### src/sv/rcr_pkg.sv
package rcr_pkg;

  // Default texture geometry
  localparam int TEX_WIDTH_DEF  = 64;
  localparam int TEX_HEIGHT_DEF = 64;
  localparam int WALL_COUNT     = 4;

  // Texture store: four walls of 4096 texels
  localparam int TEX_IDX_W = 12;
  localparam int WALL_W    = 2;
  localparam int MEM_AW    = WALL_W + TEX_IDX_W;
  localparam int MEM_DEPTH = WALL_COUNT << TEX_IDX_W;
  // Texture column holds values below TEX_WIDTH, at most 255
  localparam int TEX_COL_W = 8;

  // Shared divider geometry
  localparam int DIV_NW = 48;
  localparam int DIV_DW = 36;

  // Angles in 1/16 degree
  localparam logic [12:0] ANG_TURN  = 13'd5760;
  localparam logic [12:0] ANG_QUART = 13'd1440;
  localparam logic [12:0] ANG_HALF  = 13'd2880;
  localparam logic [12:0] ANG_3QUART = 13'd4320;
  localparam logic [23:0] BH_CONST  = 24'd10368000;

  localparam logic signed [31:0] DIST_MIN = -32'sd6553;
  localparam logic [30:0]        COL_SAT  = 31'h4000_0000;
  localparam logic [12:0]        SPAN_MAX = 13'd8191;

  typedef enum logic [1:0] {
    PH_IDLE  = 2'd0,
    PH_SKY   = 2'd1,
    PH_WALL  = 2'd2,
    PH_FLOOR = 2'd3
  } span_phase_t;

  typedef enum logic [1:0] {
    K_TEXEL = 2'd0,
    K_START = 2'd1,
    K_STEP  = 2'd2,
    K_NONE  = 2'd3
  } kind_t;

  typedef enum logic [1:0] {
    DOP_COS  = 2'd0,
    DOP_WALL = 2'd1,
    DOP_STEP = 2'd2,
    DOP_ROW  = 2'd3
  } div_op_t;

  typedef enum logic [2:0] {
    R_WIDTH  = 3'd0,
    R_HEIGHT = 3'd1,
    R_VIEW   = 3'd2,
    R_SKY    = 3'd3,
    R_FLOOR  = 3'd4
  } reg_idx_t;

  typedef enum logic [3:0] {
    CS_IDLE,
    CS_PIX,
    CS_PREP,
    CS_COS,
    CS_MUL,
    CS_QUOT,
    CS_DIVC,
    CS_SPAN,
    CS_STEPW,
    CS_ROWGO,
    CS_ROWW,
    CS_FIN
  } ctl_state_t;

  typedef struct packed {
    logic [12:0] width;
    logic [12:0] height;
    logic [12:0] view;
    logic [31:0] sky;
    logic [31:0] floor_c;
  } cfg_t;

  typedef struct packed {
    logic    tex_we;
    logic    ray_ld;
    logic    step;
    logic    pix_ld;
    logic    prep;
    logic    div_start;
    div_op_t div_op;
    logic    div_cap;
    logic    mul;
    logic    quot;
    logic    span;
    logic    fin;
  } cmd_t;

  typedef struct packed {
    logic div_done;
    logic phase_idle;
    logic out_free;
  } stat_t;

endpackage

### src/sv/rcr_ctrl.sv
module rcr_ctrl (
  input  logic            clk,
  input  logic            rst,
  input  logic            in_valid,
  input  rcr_pkg::kind_t  in_kind,
  input  rcr_pkg::stat_t  st,
  output logic            in_ready,
  output rcr_pkg::cmd_t   cmd
);
  import rcr_pkg::*;

  ctl_state_t state, state_next;
  logic       acc;

  assign acc = in_valid && in_ready;

  always_ff @(posedge clk) begin
    if (rst) state <= CS_IDLE;
    else     state <= state_next;
  end

  // Next state
  always_comb begin
    state_next = state;
    unique case (state)
      CS_IDLE: begin
        if (acc && in_kind == K_START) state_next = CS_PREP;
        else if (acc && in_kind == K_STEP && !st.phase_idle) state_next = CS_PIX;
      end
      CS_PIX:   if (st.out_free) state_next = CS_IDLE;
      CS_PREP:  state_next = CS_COS;
      CS_COS:   if (st.div_done) state_next = CS_MUL;
      CS_MUL:   state_next = CS_QUOT;
      CS_QUOT:  state_next = CS_DIVC;
      CS_DIVC:  if (st.div_done) state_next = CS_SPAN;
      CS_SPAN:  state_next = CS_STEPW;
      CS_STEPW: if (st.div_done) state_next = CS_ROWGO;
      CS_ROWGO: state_next = CS_ROWW;
      CS_ROWW:  if (st.div_done) state_next = CS_FIN;
      CS_FIN:   state_next = CS_IDLE;
      default:  state_next = CS_IDLE;
    endcase
  end

  // Outputs
  always_comb begin
    cmd      = '0;
    in_ready = 1'b0;
    unique case (state)
      CS_IDLE: begin
        in_ready   = 1'b1;
        cmd.tex_we = acc && in_kind == K_TEXEL;
        cmd.ray_ld = acc && in_kind == K_START;
        cmd.step   = acc && in_kind == K_STEP && !st.phase_idle;
      end
      CS_PIX:   cmd.pix_ld = st.out_free;
      CS_PREP: begin
        cmd.prep      = 1'b1;
        cmd.div_start = 1'b1;
        cmd.div_op    = DOP_COS;
      end
      CS_COS: begin
        cmd.div_op  = DOP_COS;
        cmd.div_cap = 1'b1;
      end
      CS_MUL:   cmd.mul = 1'b1;
      CS_QUOT: begin
        cmd.quot      = 1'b1;
        cmd.div_start = 1'b1;
        cmd.div_op    = DOP_WALL;
      end
      CS_DIVC: begin
        cmd.div_op  = DOP_WALL;
        cmd.div_cap = 1'b1;
      end
      CS_SPAN: begin
        cmd.span      = 1'b1;
        cmd.div_start = 1'b1;
        cmd.div_op    = DOP_STEP;
      end
      CS_STEPW: begin
        cmd.div_op  = DOP_STEP;
        cmd.div_cap = 1'b1;
      end
      CS_ROWGO: begin
        cmd.div_start = 1'b1;
        cmd.div_op    = DOP_ROW;
      end
      CS_ROWW: begin
        cmd.div_op  = DOP_ROW;
        cmd.div_cap = 1'b1;
      end
      CS_FIN:   cmd.fin = 1'b1;
      default: ;
    endcase
  end

endmodule

### config.mk
export PLATFORM = sky130hd
export DESIGN_NAME = rcr_ctrl
export DESIGN_NICKNAME = d
export VERILOG_FILES = /design/src/sv/rcr_pkg.sv /design/src/sv/rcr_ctrl.sv
export SDC_FILE = /design/constraint.sdc
export NUM_CORES = 1
export LEC_CHECK = 0
export CAP_MARGIN = 30
export CORE_AREA = 2 2 39 41
export CTS_CLUSTER_SIZE = 40
export DETAILED_ROUTE_END_ITERATION = 10
export DIE_AREA = 0 0 41 43
export DONT_BUFFER_PORTS = 1
export PLACE_DENSITY = 0.48
export SYNTH_ARGS = -nofsm -noshare
export SYNTH_HDL_FRONTEND = slang
export SYNTH_SLANG_ARGS = --single-unit
### constraint.sdc
create_clock -name clk -period 2.2 [get_ports clk]
set_clock_uncertainty 0.2 [all_clocks]
set_input_delay 0.44 -clock clk [delete_from_list [all_inputs] [get_ports clk]]
set_output_delay 0.44 -clock clk [all_outputs]
set_load 0.02 [all_outputs]
==> flow_summary.yaml <==
layout:
  final_nets: 84
  final_cells: 90
  postLayoutCoreUtil_pct: 43.9
  fin_area_sq_um: 608
  final_layout_size_suffix_gt1_share_pct: 40.5
  final_common_cell: "buf_4"
  synthToLayoutAreaGrowth_pct: 35.0
  mostFrequentLayoutCells: "buf_4, nor2_1, nor3_1, inv_1"
  top_regs: "state: 4 flops"
  antenna_cells: 0
  largest-register: "state"
  nFillCells: 149
  largest_reg_flops: 4
route:
  wl_per_cell_microns: 13.1
  drc_errors: 0
  postRouteAntennaNets: 0
  routed_via_density: 5.33
  wl_microns: 1180
  vias: 480
  first_iter_violations: 3
  first_pass_iters: 2
worst_setup_path:
  crit_fanout: 2
  cp-end-kind: "primary output"
  r2r_setup_slack_ns: 0.36
  endpoint: "cmd[10]"
  critPathKind: "flip-flop to primary output"
  rr_worst_depth: 5
  cp.arrival_ns: 1.53
  reg2reg_from: "state[3]"
  r2r-end: "state[0]"
  cp-start-kind: "flip-flop"
  cp.required_ns: 1.56
  cp-startpoint: "state[2]"
synth:
  yosysUniqueCellTypes: 30
  synth_top_area_share_pct: 17.8
  synth-async-reset-ratio_pct: 0
  syn-instance-count: 60
  ys.flop_type: "dfxtp_1"
  ys_ff_latch: 4
  avgSynthCellArea_sq_um: 7.51
  synth_warnings: 0
  synth_fp_nets: 68
  seq_area_frac_synth_pct: 17.8
  synth_edf_count: 0
  syn_area_sq_um: 450
  synth_top_cells_by_area: "dfxtp_1, nor2_1, nor3_1"
  yosysTopAreaCell: "dfxtp_1"
clock_tree:
  path_clk_slew_ns: 0.04
  cts_tree: "yes"
  cts.path.max_buffers: 2
  cts.sinks: 4
  insertion_delay_ns: 0.23
  cts_buffers: 3
  cts_root_buf: "clkbuf_4"
  cts.htree.levels: 1
  postCtsHoldBufs: 0
sta:
  max_clock_freq_ghz: 0.460
  finalHoldViolCount: 0
  worstMarginPinSlew_ns: 0.379
  hold_slack_ns: 0.0802
  finalSetupViolations: 0
  min_period_over_period_pct: 98.7
  rsz0062_at_grt: "yes"
  relSlewSlack_pct: 74.7
  fin_crit_ns: 2.17
  worst_slack_ns: 0.0279
  slew_violations: 0
power_and_ir_drop:
  ir_drop_mv: 0.408
  p_sw_uw: 216
  swShare_pct: 42.0
  p_int_uw: 298
  pwr-share-clk_pct: 17.2
  seqPwrFrac_pct: 25.3
  leakagePower_uw: 0.000244
  power_density_nw_per_um2: 846
  power_frac_comb_pct: 57.5
placement:
  dpl.hpwl_microns: 851
  dp_slack_ns: 0.207
  placed_cells: 85
  io_buffers: 0
  dpl_cell_area_sq_um: 539
  place_congestion: 0.704
floorplanning:
  rows: 14
  pin_count: 22
  start_util_pct: 32.5
  die_area_sq_um: 1760
  dieWidth_microns: 41
  core-area_sq_um: 1380
  die_h_microns: 43
grt:
  grt_pass1_vias: 428
  antenna_found_initial: 0
  grt_max_degree: 16
  grtUsageTotal_pct: 14.8
  gr-total-overflow: 0
  grt_pass1_wl_microns: 1790
status:
  status: "finished clean"
min_path:
  hold_class: "input pin to flip-flop"
flow_run:
  cap_violations: 0
power groups by stage:
stage                     combinational, uW  sequential [uW]  clock [uW]
final                                   295              130        88.4
after global routing                    319              134         100
after CTS                               259              126        95.0
after detailed placement                257              126           0
after global placement                  255              125           0
after floorplan                         223             90.6           0
Yosys cell counts, types with 2 or more instances:
cell      instances
nand2b_1          3
nor3b_1           2
mux2i_1           2
dfxtp_1           4
nor2_1            7
nor3_1            5
a21oi_1           3
buf_2             2
buf_4             2
nand2_1           3
or3_1             2
o22ai_1           3
inv_1             5
worst max-delay path, cell delays in order (launching register included):
cell,delay (ns)
dfxtp_2,0.32
nor4_4,0.29
inv_1,0.09
or3_4,0.36
nor2_4,0.12
buf_6,0.12
worst min path at each step:
| stage | start | end | depth (start not counted) |
|---|---|---|---|
| after floorplan | rst | state[2] | 1 |
| after global placement | rst | state[2] | 1 |
| after detailed placement | rst | state[2] | 1 |
| after CTS | rst | state[2] | 1 |
| after global routing | rst | state[2] | 1 |
| final | rst | state[2] | 1 |
area by class of cell:
class,instances,area [sq um],share of cell area [%]
Tap cell,16,20.0,3.29
Timing Repair Buffer,16,124,20.4
Clock buffer,3,22.5,3.70
Multi-Input combinational cell,46,337,55.3
Inverter,5,18.8,3.09
Sequential cell,4,86.3,14.2
through the flow:
stage	TNS (ns)	total power [uW]
final	0	514
after global routing	-0.0691	554
after CTS	0	480
after detailed placement	0	383
after global placement	0	379
after floorplan	-0.0530	314
what timing repair did:
action,in CTS,in global routing
setup buffers,0,2
pin swaps,0,1
resized for setup,1,9
endpoints found under the setup margin,2,4
endpoints found under the hold margin,0,0
kinds of logic after synthesis:
family	Yosys count	synth area share, %
buf+inv	10	12.2
compound gates	13	20.3
flops	4	17.8
mux	4	9.44
simple gates	28	38.3
xor+xnor	1	1.94
routing by layer:
| metal | share of wire [%] | track usage, % | routed length, microns | up-vias |
|---|---|---|---|---|
| met3 | 5.2 | 3.66 | 61 | 0 |
| met4 | 0 | 10.0 | 0 | 0 |
| met5 | 0 | 0 | 0 | - |
| met2 | 48 | 19.1 | 564 | 12 |
| li1 | - | - | - | 246 |
| met1 | 47 | 20.6 | 555 | 222 |
Note: power is estimated with default switching activity, not from simulation.
