--- src/sv/rcr_pkg.sv ---
package rcr_pkg;

  // Default texture geometry
  localparam int TEX_WIDTH_DEF  = 64;
  localparam int TEX_HEIGHT_DEF = 64;
  localparam int WALL_COUNT     = 4;

  // Texture store: four walls of 4096 texels
  localparam int TEX_IDX_W = 12;
  localparam int WALL_W    = 2;
  localparam int MEM_AW    = WALL_W + TEX_IDX_W;
  localparam int MEM_DEPTH = WALL_COUNT << TEX_IDX_W;
  // Texture column holds values below TEX_WIDTH, at most 255
  localparam int TEX_COL_W = 8;

  // Shared divider geometry
  localparam int DIV_NW = 48;
  localparam int DIV_DW = 36;

  // Angles in 1/16 degree
  localparam logic [12:0] ANG_TURN  = 13'd5760;
  localparam logic [12:0] ANG_QUART = 13'd1440;
  localparam logic [12:0] ANG_HALF  = 13'd2880;
  localparam logic [12:0] ANG_3QUART = 13'd4320;
  localparam logic [23:0] BH_CONST  = 24'd10368000;

  localparam logic signed [31:0] DIST_MIN = -32'sd6553;
  localparam logic [30:0]        COL_SAT  = 31'h4000_0000;
  localparam logic [12:0]        SPAN_MAX = 13'd8191;

  typedef enum logic [1:0] {
    PH_IDLE  = 2'd0,
    PH_SKY   = 2'd1,
    PH_WALL  = 2'd2,
    PH_FLOOR = 2'd3
  } span_phase_t;

  typedef enum logic [1:0] {
    K_TEXEL = 2'd0,
    K_START = 2'd1,
    K_STEP  = 2'd2,
    K_NONE  = 2'd3
  } kind_t;

  typedef enum logic [1:0] {
    DOP_COS  = 2'd0,
    DOP_WALL = 2'd1,
    DOP_STEP = 2'd2,
    DOP_ROW  = 2'd3
  } div_op_t;

  typedef enum logic [2:0] {
    R_WIDTH  = 3'd0,
    R_HEIGHT = 3'd1,
    R_VIEW   = 3'd2,
    R_SKY    = 3'd3,
    R_FLOOR  = 3'd4
  } reg_idx_t;

  typedef enum logic [3:0] {
    CS_IDLE,
    CS_PIX,
    CS_PREP,
    CS_COS,
    CS_MUL,
    CS_QUOT,
    CS_DIVC,
    CS_SPAN,
    CS_STEPW,
    CS_ROWGO,
    CS_ROWW,
    CS_FIN
  } ctl_state_t;

  typedef struct packed {
    logic [12:0] width;
    logic [12:0] height;
    logic [12:0] view;
    logic [31:0] sky;
    logic [31:0] floor_c;
  } cfg_t;

  typedef struct packed {
    logic    tex_we;
    logic    ray_ld;
    logic    step;
    logic    pix_ld;
    logic    prep;
    logic    div_start;
    div_op_t div_op;
    logic    div_cap;
    logic    mul;
    logic    quot;
    logic    span;
    logic    fin;
  } cmd_t;

  typedef struct packed {
    logic div_done;
    logic phase_idle;
    logic out_free;
  } stat_t;

endpackage

--- src/sv/rcr_div.sv ---
module rcr_div (
  input  logic                       clk,
  input  logic                       rst,
  input  logic                       start,
  input  logic [rcr_pkg::DIV_NW-1:0] num,
  input  logic [rcr_pkg::DIV_DW-1:0] den,
  output logic                       done,
  output logic [rcr_pkg::DIV_NW-1:0] quo
);
  import rcr_pkg::*;

  localparam int CW = $clog2(DIV_NW);

  logic [DIV_NW-1:0] n_r;
  logic [DIV_DW-1:0] r_r;
  logic [DIV_DW-1:0] den_r;
  logic [CW-1:0]     cnt;
  logic              busy;
  logic [DIV_DW:0]   shifted;
  logic [DIV_DW:0]   trial;

  assign shifted = {r_r, n_r[DIV_NW-1]};
  assign trial   = shifted - {1'b0, den_r};
  assign quo     = n_r;

  // Restoring division, one quotient bit per cycle
  always_ff @(posedge clk) begin
    if (rst) begin
      busy <= 1'b0;
      done <= 1'b0;
      cnt  <= '0;
    end else begin
      done <= 1'b0;
      if (start) begin
        n_r   <= num;
        r_r   <= '0;
        den_r <= den;
        cnt   <= CW'(DIV_NW - 1);
        busy  <= 1'b1;
      end else if (busy) begin
        if (!trial[DIV_DW]) begin
          r_r <= trial[DIV_DW-1:0];
          n_r <= {n_r[DIV_NW-2:0], 1'b1};
        end else begin
          r_r <= shifted[DIV_DW-1:0];
          n_r <= {n_r[DIV_NW-2:0], 1'b0};
        end
        if (cnt == '0) begin
          busy <= 1'b0;
          done <= 1'b1;
        end else begin
          cnt <= cnt - 1'b1;
        end
      end
    end
  end

endmodule

--- config.mk ---
export PLATFORM = sky130hd
export DESIGN_NAME = rcr_div
export DESIGN_NICKNAME = d
export VERILOG_FILES = /design/src/sv/rcr_pkg.sv /design/src/sv/rcr_div.sv
export SDC_FILE = /design/constraint.sdc
export NUM_CORES = 1
export LEC_CHECK = 0
export ABC_AREA = 1
export BUFFER_PORTS_ARGS = -buffer_cell sky130_fd_sc_hd__buf_2
export CORE_ASPECT_RATIO = 0.5
export CORE_MARGIN = 4
export CORE_UTILIZATION = 25
export CTS_BUF_LIST = sky130_fd_sc_hd__clkbuf_2
export DETAILED_ROUTE_END_ITERATION = 12
export GPL_ROUTABILITY_DRIVEN = 0
export SYNTH_ARGS = -nofsm -noshare
export SYNTH_HDL_FRONTEND = slang
export SYNTH_SLANG_ARGS = --single-unit
export TNS_END_PERCENT = 20
--- constraint.sdc ---
create_clock -name clk -period 4.85 [get_ports clk]
set_input_delay 0.2425 -clock clk [delete_from_list [all_inputs] [get_ports clk]]
set_output_delay 0.2425 -clock clk [all_outputs]
set_load 0.01 [all_outputs]
==> impl_metrics.ini, run 1 <==
[run_status]
status = completed

[synth]
syn_nets = 1192
synth_top_area_share_pct = 44.57
synth.most_common_cell = nand2_1
synth-seq-area-share_pct = 46.55
synth_edf_count = 120
yosys.area.top_type = edfxtp_1
ys_seq_elements = 128
syn_inst = 1066
synth_warnings = 0
async_flop_share_pct = 0
synth_cell_types = 35
synth.avg_cell_area_sq_um = 7.585
syn-cell-area_sq_um = 8085
ys_top_cells_by_count = nand2_1, inv_1, nor2_1
synthTopCellsByArea = edfxtp_1, nand2_1, inv_1
synth-main-ff-cell = edfxtp_1

[run]
maxCapViolCount = 0

[floorplanning]
core_sq_um = 31770
fp.dieW_microns = 262.3
row_count = 46
initial_core_util_pct = 25.45
dieArea_sq_um = 35460
chipHeight_microns = 135.2
pin_count = 136

[global_route]
first_global_vias = 7241
grt_pass1_wl_microns = 35820
track_usage_pct = 12.55
overflow = 0
antenna_found_initial = 1
grt_max_degree = 53

[pwr]
power_density_nw_per_um2 = 293.1
vdd_drop_max_mv = 0.1329
p_leak_uw = 0.005096

[placed_design]
hpwl_microns = 15570
port_buffers = 135

[clocking]
clockRootBuffer = clkbuf_2
cts_buffers = 17
post_cts_buffers = 0
cts.sinks = 128
htreeDepth = 4
clk-insertion-delay-late_ns = 0.79
cts_tree = done
post_cts_resized = 0
clkTransAtPathRegs_ns = 0.24
clk_path_buf_depth = 2

[timing]
maxSlewHeadroom_pct = 26.93
slew_viol_final = 0
worst_slew_pin_slew_ns = 1.093
setup_violations = 0
rsz0062_at_grt = no
holdWs_ns = 0.1569
period_share_pct = 52.68
skew_ns = 0.03632
min_period_ns = 2.555
timing.fmax_mhz = 391.4
tns_ns = 0
finalHoldViolCount = 0

[critical_path]
crit_type = reg -> reg
worstPathArrival_ns = 3.12
crit_slowest_cell = fa_1
critPathMaxStageDelay_ns = 0.43
cp.buffers_inverters = 1
cp-end-kind = flip-flop
crit_fanout = 33
crit_chain = inv_1, ha_1, fa_1, nor2_1, or2_1, nand2_1, nand3_2, nand2_2, nand2_2, nand2_2, nand2_4, nand2_1, nand2_1, nor2_1
startpoint_type = flip-flop
critical_path.top_delay_family = simple AND/OR/NAND/NOR gates
path_depth = 14
reg2regPathDepth = 14
required_ns = 5.41

[drt]
drt_iter0_drc = 453
ant_nets = 0
via_per_inst = 4.120
num_vias = 7144
routedWlPerCell_microns = 12.50
remaining_drc_errors = 0
drt-pass1-iter-count = 5
wl_microns = 21670

[worst_hold_path]
whs_path_depth = 2
holdCritPathClass = in -> reg

[layout]
nFillCells = 3424
drive_above_1_share_pct = 15.31
final_util_pct = 32.46
area_growth_pct = 27.53
fin_nets = 1413
## worst register-to-register path: cells and delay by family (launching register included)
kind	cells	cell delay [ns]
AND/OR/NAND/NOR	11	1.24
buffers and inverters	1	0.05
adder cells (fa/ha/maj)	2	0.64
flip-flops	1	0.41
## worst paths after layout
kind / start / to / slack [ns]
hold reg to reg: cnt[0]$_SDFFE_PP0P_ / cnt[0]$_SDFFE_PP0P_ / 0.50
setup / recovery: quo[47]$_DFFE_PP_ / r_r[29]$_SDFFCE_PP0P_ / 2.30
setup reg to reg: quo[47]$_DFFE_PP_ / r_r[29]$_SDFFCE_PP0P_ / 2.30
hold / removal: den[35] / den_r[35]$_DFFE_PP_ / 0.16
## registers in the layout (all words and copies together), names as in the netlist
name	count
quo	48
den_r	36
r_r	36
cnt	6
busy	1
done	1
## cell type report
cell class	count	area [sq um]	area share (%)
repair buffers	224	1556	15.10
multi-input cells	767	3651	35.41
diodes	2	5.005	0.04854
clock buffers	18	90.09	0.8737
flip-flops and latches	128	3764	36.50
clock inverters	14	145.1	1.408
well taps	432	540.5	5.242
inverters	149	559.3	5.424
## metrics by stage
| stage | worst slack (ns) | instances | area, sq um | power (uW) |
|---|---|---|---|---|
| after global placement | 2.354 | 1615 | 9220 | 2301 |
| after floorplan | 1.137 | 1066 | 8089 | 2083 |
| after global routing | 1.959 | 1734 | 10310 | 3258 |
| final | 2.295 | 1734 | 10310 | 3023 |
| after CTS | 2.252 | 1732 | 10310 | 3065 |
| after detailed placement | 2.302 | 1615 | 9220 | 2306 |
## what timing repair did
action / 4_1_cts / 5_1_grt
endpoints found under the hold margin: 92 / 0
setup endpoints to repair: 0 / 0
hold buffers: 85 / 0
## cell families (layout without fill, tap and decap cells)
logic type                 count (synthesis)  count (layout)  share of synthesized area [%]
AOI/OAI and AO/OA                         57              57                          4.070
xor gates and xnor gates                  19              19                          2.058
other                                      0               2                              0
and+or+nand+nor                          652             652                          32.67
adders and majority gates                 39              39                          6.128
buffers and inverters                    171             405                          8.527
DFF                                      128             128                          46.55
## per-layer routing
layer	wire [microns]	global-route usage (%)	vias to the layer above	part of all wire (%)
li1	-	-	3777	-
met1	9868	15.16	3219	46
met2	10650	22.54	117	49
met3	758	3.194	31	3.5
met4	399	3.317	0	1.8
met5	0	0	-	0
## power breakdown
| group | switching (uW) | internal (uW) |
|---|---|---|
| combinational | 605 | 357 |
| sequential | 44.6 | 1330 |
| clock | 483 | 205 |
| total | 1130 | 1890 |
## layout by cell type, fill, tap and decap left out, types with 2 or more instances in the layout
master         netlist  final
buf_2                2    135
buf_4                0      4
nand3_2              2      2
diode_2              0      2
nor2_2               4      4
edfxtp_1           120    120
nand2_4              2      2
a21oi_1             27     26
nor2_4               1      2
a21oi_2              4      4
nand2_2             10     10
inv_6                0      5
dlygate4sd3_1        0     85
nor3_1              12     12
clkbuf_2             0     18
clkinvlp_4           0      3
xor2_1              19     19
ha_1                38     38
nand2_1            444    444
clkinv_4             0      3
o21ai_0             12     12
inv_1              148    148
a31oi_1              5      5
nand3_1             33     33
o21bai_1             6      6
inv_8                0      2
nor2_1             129    128
nand3b_1             8      8
dfxtp_1              8      8
nor4_1               2      2
Note: power is estimated with default switching activity, not from simulation.
==> inputs of run 2 (changes only) <==
- clock period: 4.85 -> 2.4 ns (I/O delays scaled with it)
==> run 2 against run 1 <==
  * Flip-flop and latch count stayed put
  * Worst setup slack worse by 2.3 ns
  * Critical path type unchanged
  * Via count up 13%
  * Sequential power is 110% higher
  * Critical path depth shrank 3
==> impl_metrics.ini, run 2 (synthesis results as in run 1) <==
[global_route]
first_global_vias = 7868
grt_pass1_wl_microns = 39980
overflow = 0
track_usage_pct = 14.10
grt_max_degree = 72
antenna_found_initial = 2

[drt]
remaining_drc_errors = 0
wl_microns = 26190
top_layer_used = met4
num_vias = 8084
dr_wl_met2_microns = 13030
routedWlPerCell_microns = 13.99
via_per_inst = 4.318
ant_nets = 0
wl_met1_microns = 11270
drt-pass1-iter-count = 6
wl_met3_microns = 1201
drt_iter0_drc = 639

[worst_hold_path]
holdCritPathClass = in -> reg

[layout]
fin_nets = 1551
area_growth_pct = 51.97
final_common_cell = nand2_1
nFillCells = 3187
ff_latch_area_sq_um = 3764
multiInputGateArea_sq_um = 4479
final_cell_mix = nand2_1, inv_1, buf_2
largest_reg_flops = 48
drive_above_1_share_pct = 26.70
layoutNonFillerInstCount = 1872

[floorplanning]
fp.dieW_microns = 262.3
row_count = 46
pin_count = 136
dieArea_sq_um = 35460
chipHeight_microns = 135.2
initial_core_util_pct = 25.45
core_sq_um = 31770

[critical_path]
startpoint_type = flip-flop
required_ns = 2.93
crit_fanout = 8
cp-end-kind = flip-flop
crit_type = reg -> reg
worstPathArrival_ns = 2.93

[pwr]
vdd_drop_max_mv = 0.2594
switching_share_pct = 37.04
combPwrFrac_pct = 41.2
power.total_uw = 7046
power_density_nw_per_um2 = 573.4
p_int_uw = 4436
p_leak_uw = 0.005871
p_seq_share_pct = 39.8
p_sw_uw = 2610
clkPwrFrac_pct = 19.0

[timing]
min_period_ns = 2.395
timing.fmax_mhz = 417.5
holdWs_ns = 0.09800
maxSlewHeadroom_pct = 62.20
finalHoldViolCount = 0
skew_ns = 0.03772
tns_ns = 0
worst_slew_pin_slew_ns = 0.5670
setup_ws_ns = 0.004909
slew_viol_final = 0
period_share_pct = 99.80
rsz0062_at_grt = yes
setup_violations = 0

[clocking]
clk_path_buf_depth = 2
clk-insertion-delay-late_ns = 0.76
htreeDepth = 4
cts.sinks = 128
cts_buffers = 17
clkTransAtPathRegs_ns = 0.20
cts_tree = done
clockRootBuffer = clkbuf_2

[placed_design]
post-place-ws_ns = -0.1031
hpwl_microns = 16950
dp_cells = 1672
port_buffers = 135

[run_status]
status = completed

[run]
maxCapViolCount = 0
==> run 2: power groups by stage <==
stage	combinational (uW)	clock, uW	sequential [uW]
after CTS	2460	1390	2780
after global placement	2060	0	2820
after global routing	3210	1490	2830
after detailed placement	2070	0	2820
after floorplan	1380	0	2830
final	2900	1340	2810
==> run 2: per-layer routing <==
layer	vias up	GRT usage (%)
met3	52	3.248
li1	4080	-
met1	3739	17.27
met4	0	3.879
met5	-	0
met2	213	25.22
==> run 2: stage by stage <==
step / area [sq um] / util (%)
CTS: 11410 / 35.91
global route: 12290 / 38.67
finish: 12290 / 38.67
floorplan: 8104 / -
global placement: 9673 / 30.45
detailed placement: 9673 / 30.45
==> run 2: worst max-delay path, cell delays in order (launching register included) <==
cell and delay, ns:
edfxtp_1 0.48, ha_4 0.34, nand2_4 0.06, nor2_4 0.12, nand2_2 0.08, nor4_4 0.33
nand2_4 0.10, buf_4 0.16, nand3_4 0.14, nand2_4 0.15, nor2_1 0.15, nor2_1 0.06
==> run 2: repair_timing <==
item | 4_1_cts | 5_1_grt
cloned | 6 | 3
setup endpoints to repair | 37 | 37
buffers inserted | 6 | 25
resized for setup | 30 | 103
hold endpoints to repair | 105 | 5
pin swaps | 7 | 34
hold buffers | 121 | 5
==> run 2: area by class of cell <==
| type | instances | share of cell area [%] |
|---|---|---|
| Multi-Input combinational cell | 776 | 36.46 |
| Sequential cell | 128 | 30.63 |
| Timing Repair Buffer | 353 | 22.15 |
| Inverter | 149 | 4.552 |
| Tap cell | 432 | 4.399 |
| Clock inverter | 13 | 0.9980 |
| Clock buffer | 19 | 0.7739 |
| Antenna cell | 2 | 0.04073 |
==> run 2: final timing paths <==
kind | from | to | slack, ns | depth (start not counted)
worst min register to register | cnt[0]$_SDFFE_PP0P_ | cnt[0]$_SDFFE_PP0P_ | 0.51 | 2
worst max register to register | r_r[20]$_SDFFCE_PP0P_ | r_r[28]$_SDFFCE_PP0P_ | 0.005 | 11
worst min-delay path | den[22] | den_r[22]$_DFFE_PP_ | 0.1 | 2
worst max-delay path | r_r[20]$_SDFFCE_PP0P_ | r_r[28]$_SDFFCE_PP0P_ | 0.005 | 11
