File: src/sv/rcr_pkg.sv
package rcr_pkg;

  // Default texture geometry
  localparam int TEX_WIDTH_DEF  = 64;
  localparam int TEX_HEIGHT_DEF = 64;
  localparam int WALL_COUNT     = 4;

  // Texture store: four walls of 4096 texels
  localparam int TEX_IDX_W = 12;
  localparam int WALL_W    = 2;
  localparam int MEM_AW    = WALL_W + TEX_IDX_W;
  localparam int MEM_DEPTH = WALL_COUNT << TEX_IDX_W;
  // Texture column holds values below TEX_WIDTH, at most 255
  localparam int TEX_COL_W = 8;

  // Shared divider geometry
  localparam int DIV_NW = 48;
  localparam int DIV_DW = 36;

  // Angles in 1/16 degree
  localparam logic [12:0] ANG_TURN  = 13'd5760;
  localparam logic [12:0] ANG_QUART = 13'd1440;
  localparam logic [12:0] ANG_HALF  = 13'd2880;
  localparam logic [12:0] ANG_3QUART = 13'd4320;
  localparam logic [23:0] BH_CONST  = 24'd10368000;

  localparam logic signed [31:0] DIST_MIN = -32'sd6553;
  localparam logic [30:0]        COL_SAT  = 31'h4000_0000;
  localparam logic [12:0]        SPAN_MAX = 13'd8191;

  typedef enum logic [1:0] {
    PH_IDLE  = 2'd0,
    PH_SKY   = 2'd1,
    PH_WALL  = 2'd2,
    PH_FLOOR = 2'd3
  } span_phase_t;

  typedef enum logic [1:0] {
    K_TEXEL = 2'd0,
    K_START = 2'd1,
    K_STEP  = 2'd2,
    K_NONE  = 2'd3
  } kind_t;

  typedef enum logic [1:0] {
    DOP_COS  = 2'd0,
    DOP_WALL = 2'd1,
    DOP_STEP = 2'd2,
    DOP_ROW  = 2'd3
  } div_op_t;

  typedef enum logic [2:0] {
    R_WIDTH  = 3'd0,
    R_HEIGHT = 3'd1,
    R_VIEW   = 3'd2,
    R_SKY    = 3'd3,
    R_FLOOR  = 3'd4
  } reg_idx_t;

  typedef enum logic [3:0] {
    CS_IDLE,
    CS_PIX,
    CS_PREP,
    CS_COS,
    CS_MUL,
    CS_QUOT,
    CS_DIVC,
    CS_SPAN,
    CS_STEPW,
    CS_ROWGO,
    CS_ROWW,
    CS_FIN
  } ctl_state_t;

  typedef struct packed {
    logic [12:0] width;
    logic [12:0] height;
    logic [12:0] view;
    logic [31:0] sky;
    logic [31:0] floor_c;
  } cfg_t;

  typedef struct packed {
    logic    tex_we;
    logic    ray_ld;
    logic    step;
    logic    pix_ld;
    logic    prep;
    logic    div_start;
    div_op_t div_op;
    logic    div_cap;
    logic    mul;
    logic    quot;
    logic    span;
    logic    fin;
  } cmd_t;

  typedef struct packed {
    logic div_done;
    logic phase_idle;
    logic out_free;
  } stat_t;

endpackage

File: src/sv/rcr_regs.sv
module rcr_regs (
  input  logic              clk,
  input  logic              rst,
  input  logic              psel,
  input  logic              penable,
  input  logic              pwrite,
  input  logic [4:0]        paddr,
  input  logic [31:0]       pwdata,
  output logic [31:0]       prdata,
  output logic              pready,
  output rcr_pkg::cfg_t     cfg
);
  import rcr_pkg::*;

  reg_idx_t idx;
  logic     wr;

  assign idx    = reg_idx_t'(paddr[4:2]);
  assign wr     = psel && penable && pwrite;
  assign pready = 1'b1;

  // Write registers on the access cycle
  always_ff @(posedge clk) begin
    if (rst) begin
      cfg.width   <= 13'd640;
      cfg.height  <= 13'd480;
      cfg.view    <= 13'd0;
      cfg.sky     <= 32'd0;
      cfg.floor_c <= 32'd0;
    end else if (wr) begin
      unique case (idx)
        R_WIDTH:  cfg.width   <= pwdata[12:0];
        R_HEIGHT: cfg.height  <= pwdata[12:0];
        R_VIEW:   cfg.view    <= pwdata[12:0];
        R_SKY:    cfg.sky     <= pwdata;
        R_FLOOR:  cfg.floor_c <= pwdata;
        default: ;
      endcase
    end
  end

  // Read back
  always_comb begin
    unique case (idx)
      R_WIDTH:  prdata = {19'd0, cfg.width};
      R_HEIGHT: prdata = {19'd0, cfg.height};
      R_VIEW:   prdata = {19'd0, cfg.view};
      R_SKY:    prdata = cfg.sky;
      R_FLOOR:  prdata = cfg.floor_c;
      default:  prdata = 32'd0;
    endcase
  end

endmodule

File: config.mk
export PLATFORM = sky130hd
export DESIGN_NAME = rcr_regs
export DESIGN_NICKNAME = d
export VERILOG_FILES = /design/src/sv/rcr_pkg.sv /design/src/sv/rcr_regs.sv
export SDC_FILE = /design/constraint.sdc
export NUM_CORES = 1
export LEC_CHECK = 0
export BUFFER_PORTS_ARGS = -buffer_cell sky130_fd_sc_hd__clkbuf_2
export CORE_AREA = 2 2 108 110
export DETAILED_ROUTE_END_ITERATION = 10
export DIE_AREA = 0 0 110 112
export PLACE_DENSITY = 0.85
export RECOVER_POWER = 100
export SYNTH_ARGS = -nofsm -noshare
export SYNTH_HDL_FRONTEND = slang
export SYNTH_SLANG_ARGS = --single-unit
File: constraint.sdc
create_clock -name clk -period 1.2 [get_ports clk]
set_clock_uncertainty 0.15 [all_clocks]
set_input_delay 0.06 -clock clk [delete_from_list [all_inputs] [get_ports clk]]
set_output_delay 0.06 -clock clk [all_outputs]
set_load 0.02 [all_outputs]
==> results of run 1 <==
[area by class of cell]
class                      count  area [sq um]  share of cell area (%)
multi-input combinational    362          2800                    36.7
timing repair buffer         288          2280                    30.0
sequential                   103          2070                    27.3
clock buffer                   9           225                    2.96
tap                          143           179                    2.35
clock inverter                 6          55.1                   0.724
[worst max-delay path by stage]
| stage | startpoint | end | slack (ps) |
|---|---|---|---|
| floorplan | paddr[4] | prdata[13] | -20 |
| global placement | paddr[2] | prdata[1] | -260 |
| detailed placement | paddr[2] | prdata[2] | -290 |
| CTS | cfg[42] | prdata[10] | -370 |
| global route | cfg[40] | prdata[8] | -450 |
| finish | cfg[74] | prdata[10] | -400 |
[worst max-delay path, stage by stage, from the launching register on]
cell and delay (ps):
dfxtp_1 320, mux2_4 280, a22oi_2 200, o22ai_2 100, buf_6 150
[power by group through the flow]
stage          clock network (mW)  logic (mW)  registers, mW
2_1_floorplan                   0       0.355           3.57
3_3_place_gp                    0       0.671           3.54
3_5_place_dp                    0       0.687           3.54
4_1_cts                      2.82       0.880           3.46
5_1_grt                      3.01       0.945           3.46
6_report                     2.82       0.895           3.46
[per-stage QoR]
step                power, mW  util, %  TNS (ps)  instance area (sq um)  setup slack [ps]
floorplan                3.92        -      -232                   5020             -21.9
global placement         4.21     57.8    -17500                   6460              -262
detailed placement       4.23     57.8    -19590                   6460              -288
CTS                      7.16     67.5     -6210                   7540              -374
global route             7.42     68.1    -10560                   7610              -446
finish                   7.17     68.1     -6800                   7610              -401
[cells in the mapped netlist (all sizes together)]
cell | number | share of area [%]
clkbuf | 28 | 2.2
buf | 16 | 2.4
nor3b | 3 | 0.89
nand4 | 1 | 0.25
nand2b | 97 | 12
dfxtp | 103 | 42
o22ai | 13 | 1.7
nand2 | 2 | 0.20
nand3 | 1 | 0.10
mux2i | 71 | 14
and4b | 1 | 0.20
nand3b | 2 | 0.31
conb | 1 | 0.076
o21ai | 64 | 6.5
nor2 | 13 | 1.2
nand4b | 1 | 0.48
mux2 | 13 | 3.0
a22oi | 26 | 4.0
and2b | 1 | 0.15
a22o | 19 | 3.4
nor2b | 33 | 4.2
[what timing repair did]
action	in CTS	in global routing
resized for setup	71	118
setup buffers	7	9
endpoints found under the hold margin	102	0
cloned	3	2
pin swaps	13	23
hold buffers	33	0
setup endpoints to repair	32	53
[routing by layer]
layer | GRT usage, % | routed length, microns | up-vias
li1 | - | - | 2296
met1 | 31.9 | 6790 | 2362
met2 | 45.3 | 8780 | 254
met3 | 7.44 | 1380 | 43
met4 | 9.70 | 551 | 0
met5 | 0 | 0 | -
[cells in the final DEF (no fill, tap or decap), types with 19 or more instances in the layout]
cell type      synthesis  routed
a22o_1                19      19
buf_4                  5      64
buf_6                  4      19
clkbuf_2               2     118
dfxtp_1              103      93
dlygate4sd3_1          0      33
mux2i_1               71      70
nand2b_1              97      97
nor2b_1               33      33
o21ai_0               59      58
[logic make-up (layout without fill, tap and decap cells)]
group | after synthesis | in the layout | share of synthesized area [%]
and+or+nand+nor | 155 | 155 | 20.4
DFF | 103 | 103 | 42.0
muxes | 84 | 84 | 17.5
other | 1 | 1 | 0.0764
AOI/OAI and AO/OA | 122 | 122 | 15.5
buffers and inverters | 44 | 303 | 4.56
==> results.yml, run 1 <==
cells_and_area:
  fillerInstances: 790
  top_register: "cfg"
  drive_gt1_share_pct: 41.3
  n_antenna_cell: 0
  final_cells: 911
  largest_reg_flops: 103
  final_nets: 806
  area_growth_pct: 54.9
  largestRegisters: "cfg: 103 flops"
logic_synthesis:
  yosysWarningCount: 0
  syn_nets: 551
  syn_inst: 509
  synth_area_sq_mm: 0.00491
  ys_types: 30
  seq_area_frac_synth_pct: 42.0
  syn_avg_cell_area_sq_um: 9.65
  ys_ff_latch: 103
timing:
  period_share_pct: 133
  min_period_ps: 1600
  rsz0062_at_grt: "yes"
  setup_viol: 40
  whs_ps: 25.6
  fmax_mhz: 624
  hold_violations: 0
  fin_ws_ps: -401
  slew_violations: 0
place:
  place_congestion: 0.823
  dpl.cell_count: 847
  portBuffers: 174
  dp.final_hpwl_mm: 10.7
critical_path:
  r2r_cells: 4
  r2r_end: "cfg[35]"
  reg2reg_from: "cfg[35]"
  startpoint_type: "flip-flop"
  r2r_slack_ps: 120
  worstSetupPathType: "reg2out"
  cp_max_fo: 2
  required_ps: 990
  cp_data_arrival_time_ps: 1390
  crit_path_end_kind: "primary output"
clock_tree:
  clockBufferDepth: 2
  numCtsBuffers: 9
  htreeDepth: 3
  cts_tree: "done"
  clk_pin_slew_ps: 80
  cts_root_buf: "clkbuf_16"
  clk_latency_ps: 340
  clock_sink_count: 103
power:
  clockPowerShare_pct: 39.3
  power_density_mw_per_mm2: 943
  ir_drop_mv: 0.688
  switching_share_pct: 25.9
  p_int_mw: 5.32
  p_seq_share_pct: 48.3
  combinationalPowerShare_pct: 12.5
  p_switching_mw: 1.86
  leakage_nw: 3.55
outcome:
  status: "finished, violations left"
  violations: "setup timing"
global_route:
  grt_pass1_vias: 4800
  globalRouteTotalUtil_pct: 26.7
  overflow: 0
  antenna_found_initial: 0
  grt_max_degree: 56
  grt_first_pass_wirelength_mm: 25.4
floorplanning:
  die_y_microns: 112
  io_pins: 178
  design.die.area_sq_mm: 0.0123
  coreArea_sq_mm: 0.0112
  rows: 39
  initial_utilization_pct: 43.9
  dieWidth_microns: 110
route:
  via_per_inst: 5.44
  totalWireLength_mm: 17.5
  drt-pass1-iter-count: 5
  drc: 0
  avgRoutedWirePerCell_microns: 19.2
  vias: 4955
  drtIter0Drc: 353
  postRouteAntennaNets: 0
job:
  drv_cap: 0
hold_path:
  worstHoldPathType: "in2reg"
  hold_end: "cfg[39]"
  hold_path_depth: 4
  hold_start: "rst"
Power figures use the tool's default switching activity.
==> run 2, diff against run 1 <==
--- a/config.mk
+++ b/config.mk
@@ -10,7 +10,6 @@
 export DETAILED_ROUTE_END_ITERATION = 10
 export DIE_AREA = 0 0 110 112
 export PLACE_DENSITY = 0.85
-export RECOVER_POWER = 100
 export SYNTH_ARGS = -nofsm -noshare
 export SYNTH_HDL_FRONTEND = slang
 export SYNTH_SLANG_ARGS = --single-unit
==> run 2 against run 1 <==
  * The run still ends with setup timing left
  * Critical path depth stayed put
  * Non-clock buffer count did not move
  * Routed wire length barely moved
  * Fmax rose by 0.82%
  * Cell count is the same
  * Setup slack improved by 13 ps
  * Sequential cell count unchanged
  * Combinational power up 2%
  * Via count rose by 0.38%
  * Clock power hardly changed
  * Design area up 1.7%
  * Global-route usage did not move
  * Largest cell class unchanged
  * Largest power group unchanged
  * Highest routed layer unchanged
==> results.yml, run 2 (synthesized netlist as in run 1, its figures left out) <==
route:
  postRouteAntennaNets: 0
  drc: 0
  totalWireLength_mm: 17.5
  drt-pass1-iter-count: 5
  avgRoutedWirePerCell_microns: 19.2
  drtIter0Drc: 322
  via_per_inst: 5.46
  vias: 4974
timing:
  slew_violations: 0
  period_share_pct: 132
  setup_viol: 32
  hold_violations: 0
  fmax_mhz: 630
  fin_ws_ps: -388
  min_period_ps: 1590
  rsz0062_at_grt: "yes"
  tns_ps: -5680
floorplanning:
  dieWidth_microns: 110
  die_y_microns: 112
  initial_utilization_pct: 43.9
  io_pins: 178
  design.die.area_sq_mm: 0.0123
  coreArea_sq_mm: 0.0112
  rows: 39
critical_path:
  reg2reg_from: "cfg[35]"
  cp_data_arrival_time_ps: 1380
  crit_path_end_kind: "primary output"
  r2r_slack_ps: 120
  required_ps: 990
  worstSetupPathType: "reg2out"
  startpoint: "cfg[40]"
  startpoint_type: "flip-flop"
  cp_max_fo: 2
place:
  dp.final_hpwl_mm: 10.7
  pre_cts_ws_ps: -288
  portBuffers: 174
  place_congestion: 0.823
clock_tree:
  numCtsBuffers: 9
  clk_latency_ps: 340
  cts_root_buf: "clkbuf_16"
  htreeDepth: 3
  clockBufferDepth: 2
  clk_pin_slew_ps: 80
  clock_sink_count: 103
  cts_tree: "done"
cells_and_area:
  area_growth_pct: 57.6
  fillerInstances: 760
  drive_gt1_share_pct: 46.1
  n_antenna_cell: 0
  final_common_cell: "clkbuf_2"
  final_cell_mix: "clkbuf_2 (120), nand2b_1 (97), buf_4 (71)"
  largest_reg_flops: 103
  final_nets: 806
  largestRegisters: "cfg: 103 flops"
  top_register: "cfg"
power:
  clockPowerShare_pct: 39.2
  leakage_nw: 3.64
  combinationalPowerShare_pct: 12.7
  ir_drop_mv: 0.685
  p_seq_share_pct: 48.2
  p_int_mw: 5.33
  switching_share_pct: 25.9
  p_switching_mw: 1.86
  power_density_mw_per_mm2: 929
global_route:
  globalRouteTotalUtil_pct: 26.7
  grt_pass1_vias: 4800
  grt_max_degree: 56
  grt_first_pass_wirelength_mm: 25.4
  antenna_found_initial: 0
  overflow: 0
job:
  drv_cap: 0
hold_path:
  worstHoldPathType: "in2reg"
  hold_start: "rst"
outcome:
  status: "finished, violations left"
  violations: "setup timing"
-- run 2: cell types whose count changed in the layout (fill, tap and decap cells not counted), sizes merged --
cell,change
clkbuf,-11
buf,+11
-- run 2: path summary, 6_finish.rpt --
kind,end,depth (start not counted)
setup reg to reg,cfg[35],4
setup / recovery,prdata[8],4
hold / removal,cfg[39],4
hold reg to reg,cfg[23],2
-- run 2: area by class of cell --
cell class / count / area (sq um) / area share [%]
clock inverters: 6 / 55.1 / 0.711
repair buffers: 288 / 2350 / 30.4
well taps: 143 / 179 / 2.31
clock buffers: 9 / 225 / 2.91
multi-input cells: 362 / 2820 / 36.5
flip-flops and latches: 103 / 2110 / 27.2
-- run 2: per-stage QoR --
step                      area, sq um  hold WS (ps)  util [%]  cells  power, mW
final                            7740          33.1      69.3    911       7.19
after global routing             7740          13.8      69.3    911       7.44
after CTS                        7540          30.9      67.5    905       7.16
after detailed placement         6460           190      57.8    847       4.23
after global placement           6460           179      57.8    847       4.21
after floorplan                  5020          71.2         -    509       3.92
-- run 2: power groups by stage --
stage / clock network (mW) / registers, mW / logic (mW)
floorplan: 0 / 3.57 / 0.355
global placement: 0 / 3.54 / 0.671
detailed placement: 0 / 3.54 / 0.687
CTS: 2.82 / 3.46 / 0.880
global route: 3.01 / 3.46 / 0.962
finish: 2.82 / 3.46 / 0.912
-- run 2: routing by layer --
layer	vias to the layer above	part of all wire [%]	track usage, %
met1	2407	39	31.9
met5	-	0	0
met3	38	7.7	7.44
met4	0	2.9	9.70
li1	2288	-	-
met2	241	50	45.3
-- run 2: what timing repair did --
action	in CTS	in global routing
endpoints found under the hold margin	102	0
endpoints found under the setup margin	32	53
gates resized for setup	71	118
pin swaps	13	23
buffers inserted	7	9
gates cloned	3	2
hold buffers	33	0
-- run 2: critical path, stage by stage, from the launching register on --
cell      delay [ps]
dfxtp_2          330
mux2_2           270
a22oi_2          150
o22ai_2          110
clkbuf_2         170
